<file path="config.mk">
export PLATFORM = sky130hd
export DESIGN_NAME = hts_ctrl
export DESIGN_NICKNAME = d
export VERILOG_FILES = /design/src/hw/rtl/hts_pkg.sv /design/src/hw/rtl/hts_ctrl.sv
export SDC_FILE = /design/constraint.sdc
export NUM_CORES = 1
export LEC_CHECK = 0
export ABC_CLOCK_PERIOD_IN_PS = 1700
export BUFFER_PORTS_ARGS = -buffer_cell sky130_fd_sc_hd__clkbuf_2
export CELL_PAD_IN_SITES_DETAIL_PLACEMENT = 0
export CELL_PAD_IN_SITES_GLOBAL_PLACEMENT = 1
export CORE_UTILIZATION = 28
export CTS_BUF_LIST = sky130_fd_sc_hd__clkbuf_8
export DETAILED_ROUTE_END_ITERATION = 8
export PLACE_DENSITY_LB_ADDON = 0.05
export SYNTH_ARGS = -nofsm -noshare
export SYNTH_HDL_FRONTEND = slang
export SYNTH_SLANG_ARGS = --single-unit
</file>
<file path="constraint.sdc">
create_clock -name clk -period 1.7 [get_ports clk]
set_input_delay 0.51 -clock clk [delete_from_list [all_inputs] [get_ports clk]]
set_output_delay 0.51 -clock clk [all_outputs]
set_load 0.01 [all_outputs]
</file>
<file path="src/hw/rtl/hts_pkg.sv">
// Shared types, constants and codes for the heightfield triangle height sampler.
package hts_pkg;

    localparam int GRID_SIZE_DEF = 128;

    localparam int CFG_INDEX_W = 2;
    localparam int CFG_DATA_W  = 20;
    localparam int HEIGHT_W    = 20;
    localparam int WEIGHT_W    = 17;
    localparam int ACC_W       = 37;

    localparam logic signed [10:0] MIN_HEIGHT_RST  = -11'sd80;
    localparam logic signed [10:0] MAX_HEIGHT_RST  = 11'sd300;
    localparam logic [18:0]        HALF_EXTENT_RST = 19'd102400;
    localparam logic [19:0]        INV_SPACING_RST = 20'd10445;

    // ceil(2^28 / 255): exact floor division by 255 for operands below 2^20.
    localparam logic [20:0] RECIP_255   = 21'd1052689;
    localparam logic [6:0]  ROUND_BIAS  = 7'd127;
    localparam logic [16:0] FRAC_ONE    = 17'h10000;
    localparam logic signed [ACC_W-1:0] HALF_LSB = 37'sd32768;

    typedef enum logic [CFG_INDEX_W-1:0] {
        CFG_MIN_HEIGHT  = 2'd0,
        CFG_MAX_HEIGHT  = 2'd1,
        CFG_HALF_EXTENT = 2'd2,
        CFG_INV_SPACING = 2'd3
    } cfg_reg_t;

    typedef enum logic {
        MODE_LOAD  = 1'b0,
        MODE_QUERY = 1'b1
    } mode_t;

    typedef enum logic [1:0] {
        CORNER_A = 2'd0,
        CORNER_B = 2'd1,
        CORNER_C = 2'd2
    } corner_t;

    typedef enum logic [3:0] {
        ST_IDLE,
        ST_LD_MUL,
        ST_LD_DIV,
        ST_LD_WRITE,
        ST_MAP_X,
        ST_MAP_Z,
        ST_CHECK,
        ST_RD0,
        ST_RD1,
        ST_RD2,
        ST_MAC,
        ST_SUM,
        ST_FINISH
    } state_t;

    typedef struct packed {
        logic               mode;
        logic [6:0]         grid_x;
        logic [6:0]         grid_z;
        logic [7:0]         raw_height;
        logic signed [19:0] world_x;
        logic signed [19:0] world_z;
    } in_item_t;

    typedef struct packed {
        logic signed [HEIGHT_W-1:0] height;
        logic                       in_range;
    } out_item_t;

    typedef struct packed {
        logic    capture;
        logic    ld_mul;
        logic    ld_div;
        logic    ld_write;
        logic    map_en;
        logic    map_z;
        logic    check;
        logic    rd_en;
        corner_t rd_corner;
        logic    prod_en;
        corner_t prod_sel;
        logic    acc_load;
        logic    acc_add;
        logic    out_load;
    } hts_cmd_t;

    typedef struct packed {
        logic range_ok;
        logic out_free;
    } hts_status_t;

endpackage

</file>
<file path="src/hw/rtl/hts_ctrl.sv">
// Sequencer that steps one load or query transaction through the datapath.
module hts_ctrl (
    input  logic                 clk,
    input  logic                 rst_n,
    input  logic                 in_valid,
    input  logic                 in_mode,
    input  hts_pkg::hts_status_t status,
    output logic                 in_stall,
    output hts_pkg::hts_cmd_t    cmd
);

    import hts_pkg::*;

    state_t state_reg;
    state_t state_next;

    always_ff @(posedge clk or negedge rst_n)
    begin
        if (!rst_n)
        begin
            state_reg <= ST_IDLE;
        end
        else
        begin
            state_reg <= state_next;
        end
    end

    always_comb
    begin
        state_next = state_reg;
        case (state_reg)
            ST_IDLE:
            begin
                if (in_valid)
                begin
                    state_next = (in_mode == MODE_QUERY) ? ST_MAP_X : ST_LD_MUL;
                end
            end
            ST_LD_MUL:   state_next = ST_LD_DIV;
            ST_LD_DIV:   state_next = ST_LD_WRITE;
            ST_LD_WRITE: state_next = ST_IDLE;
            ST_MAP_X:    state_next = ST_MAP_Z;
            ST_MAP_Z:    state_next = ST_CHECK;
            // An out-of-range position skips the corner reads entirely.
            ST_CHECK:    state_next = status.range_ok ? ST_RD0 : ST_FINISH;
            ST_RD0:      state_next = ST_RD1;
            ST_RD1:      state_next = ST_RD2;
            ST_RD2:      state_next = ST_MAC;
            ST_MAC:      state_next = ST_SUM;
            ST_SUM:      state_next = ST_FINISH;
            ST_FINISH:
            begin
                if (status.out_free)
                begin
                    state_next = ST_IDLE;
                end
            end
            default:     state_next = ST_IDLE;
        endcase
    end

    always_comb
    begin
        cmd = '0;
        cmd.rd_corner = CORNER_A;
        cmd.prod_sel = CORNER_A;
        in_stall = 1'b1;
        case (state_reg)
            ST_IDLE:
            begin
                in_stall = 1'b0;
                cmd.capture = in_valid;
            end
            ST_LD_MUL:   cmd.ld_mul = 1'b1;
            ST_LD_DIV:   cmd.ld_div = 1'b1;
            ST_LD_WRITE: cmd.ld_write = 1'b1;
            ST_MAP_X:    cmd.map_en = 1'b1;
            ST_MAP_Z:
            begin
                cmd.map_en = 1'b1;
                cmd.map_z = 1'b1;
            end
            ST_CHECK:    cmd.check = 1'b1;
            ST_RD0:
            begin
                cmd.rd_en = 1'b1;
                cmd.rd_corner = CORNER_A;
            end
            ST_RD1:
            begin
                cmd.rd_en = 1'b1;
                cmd.rd_corner = CORNER_B;
                cmd.prod_en = 1'b1;
                cmd.prod_sel = CORNER_A;
            end
            ST_RD2:
            begin
                cmd.rd_en = 1'b1;
                cmd.rd_corner = CORNER_C;
                cmd.prod_en = 1'b1;
                cmd.prod_sel = CORNER_B;
                cmd.acc_load = 1'b1;
            end
            ST_MAC:
            begin
                cmd.prod_en = 1'b1;
                cmd.prod_sel = CORNER_C;
                cmd.acc_add = 1'b1;
            end
            ST_SUM:      cmd.acc_add = 1'b1;
            ST_FINISH:   cmd.out_load = status.out_free;
            default:     cmd = '0;
        endcase
    end

endmodule

</file>
==> impl_metrics.ini <==
[status]
status = finished, violations left
violations = negative setup slack

[timing]
rsz0062_at_grt = true
relSlewSlack_pct = 84.1
worstMarginPinSlew_ns = 0.236
maxSlewViolCount = 0
final.period_utilization_pct = 100
tns_ns = -0.00835
finClkSkew_ns = 0.00362
period_minus_slack_ns = 1.71
whs_ns = 0.0901
report.final.setup_viol = 1
clock.fmax_ghz = 0.585
hold_violations = 0
fin_ws_ns = -0.00835

[final_layout]
drive_above_1_share_pct = 58.2
fin_cells = 93
syn2layout_area_growth_pct = 63.0
layout.nets = 87
largest_register_ffs = 4
final_cell_mix = 15 x clkbuf_2, 7 x buf_4, 6 x nand2_1, 6 x nor2_1, 6 x buf_2
layout_commonest_cell = clkbuf_2
n_antenna_cell = 0

[grt]
grt_max_degree = 11
antenna_found_initial = 0
grt_pass1_wl_mm = 1.53
grt_pass1_vias = 386
grt_usage_pct = 15.8
grt-ovfl-total = 0

[worst_setup_path]
r2r-end = state_reg[2]$_DFFE_PN0P_
reg2reg_depth = 4
reg2reg_setup_slack_ns = 0.56
cp.arrival_ns = 1.20
startpoint_type = register
critPathCapture = cmd[8]
cpPeakStageDelay_ns = 0.36
endpoint_kind = primary output
path_class = reg2out
crit_start = state_reg[3]$_DFFE_PN0P_
cp_max_fo = 7
path_cells = or2b_4 > o22ai_1 > buf_2
crit_slowest_cell = dfrtp_1
crit_required_ns = 1.19
timing.rr.start = state_reg[1]$_DFFE_PN0P_

[floorplan]
coreArea_mm2 = 0.00117
io_pins = 23
initial_core_util_pct = 31.7
die_area_mm2 = 0.00148
rows = 12
die_w_um = 38.4
die_h_um = 38.4

[placed_design]
gp_congestion = 0.802
dp_hpwl_um = 717
dp_cells = 84
portBuffers = 22

[worst_hold_path]
hp-class = in2async

[route]
ant_nets = 0
totalWireLength_mm = 1.04
first_pass_iters = 4
drt_iter0_markers = 9
dr_total_vias = 446
routedWlPerCell_um = 11.2
viasPerCell = 4.80
drc = 0

[power]
peakVddDrop_v = 0.000724
p_leak_uw = 0.000329
comb_power_share_pct = 65.7
power_density_mw_per_mm2 = 1970
p_sw_share_pct = 44.2
finalPower_uw = 1190
p_switching_uw = 528
p_seq_share_pct = 17.9
clock_power_share_pct = 16.4
p_int_uw = 667

[synthesis]
synth-seq-cells = 4
ys_warn_count = 0
syn_nets = 57
synth_area_um2 = 372
yosysSeqAreaShare_pct = 26.9
postSynthCellCount = 51
ys_types = 20
avgSynthCellArea_um2 = 7.29
netlist.area_leader.share_pct = 26.9
synth_area_leaders = dfrtp_1 27%, nor2_1 9.1%, buf_4 8.1%
synth_top_cell_by_area = dfrtp_1

[clock_network]
cts-root-buf = clkbuf_8
cts_buffer_depth = 2
cts_tree = done
path_clk_slew_ns = 0.03
clk_latency_ns = 0.22
cts_hold_buf = 0
cts.sinks = 4
numCtsBuffers = 3
h-tree-depth = 1

[flow_run]
max_cap_viol_count = 0
## metal layers
layer	wire, µm	track usage [%]	up-vias	part of all wire, %
met5	0	0	-	0
met4	19	10.3	0	1.8
met3	57	4.07	2	5.5
met2	502	25.8	19	48
met1	461	17.8	198	44
li1	-	-	227	-
## what timing repair did
| item | in CTS | in global routing |
|---|---|---|
| setup endpoints to repair | 12 | 10 |
| endpoints found under the hold margin | 0 | 0 |
| buffers inserted | 5 | 1 |
| pin swaps | 0 | 1 |
| resized for setup | 8 | 14 |
## power by group through the flow
stage / combinational, µW / clock [µW] / sequential [µW]
global placement: 598 / 0 / 215
CTS: 722 / 199 / 210
global route: 860 / 204 / 222
detailed placement: 586 / 0 / 217
floorplan: 488 / 0 / 164
finish: 785 / 196 / 213
## synthesized netlist by cell type (all sizes together)
library cell and instances:
nor2 9, nand2 7, buf 6, a21oi 5, dfrtp 4, inv 4, nor3 4, o22ai 2
a211o 1, a221oi 1, a22o 1, and3 1, and4 1, nand2b 1, o21ai 1, o21bai 1
o31ai 1, or2b 1
## per-stage QoR
step	area, µm²	util, %	setup slack, ns
global route	606	51.7	-0.0468
detailed placement	469	40.1	0.133
CTS	571	48.7	-0.0148
global placement	469	40.1	0.152
floorplan	372	-	0.118
finish	606	51.7	-0.00835
## worst min-delay path by stage
stage | cells after the start | startpoint | endpoint
5_1_grt | 1 | rst_n | state_reg[3]$_DFFE_PN0P_
4_1_cts | 1 | rst_n | state_reg[3]$_DFFE_PN0P_
3_3_place_gp | 1 | rst_n | state_reg[3]$_DFFE_PN0P_
3_5_place_dp | 1 | rst_n | state_reg[1]$_DFFE_PN0P_
2_1_floorplan | 0 | rst_n | state_reg[0]$_DFFE_PN0P_
6_report | 1 | rst_n | state_reg[3]$_DFFE_PN0P_
## area by class of cell
cell class,instances,area (µm²)
inverter,4,15.0
sequential,4,103
tap,14,17.5
multi-input combinational,37,238
fill,126,566
clock buffer,3,41.3
timing repair buffer,31,191
## critical path, delay by kind of cell (launching register included)
| kind | cells | cell delay [ns] |
|---|---|---|
| AND/OR/NAND/NOR | 1 | 0.32 |
| buffers and inverters | 1 | 0.15 |
| flip-flops | 1 | 0.36 |
| AO/OA/AOI/OAI | 1 | 0.15 |
## cells by family (layout without fill, tap and decap cells)
logic type | Yosys count | in the layout | synth area share [%]
flops | 4 | 4 | 26.9
compound gates | 13 | 13 | 23.6
simple gates | 24 | 24 | 31.3
buf+inv | 10 | 38 | 18.2
(Power assumes the default switching activity.)
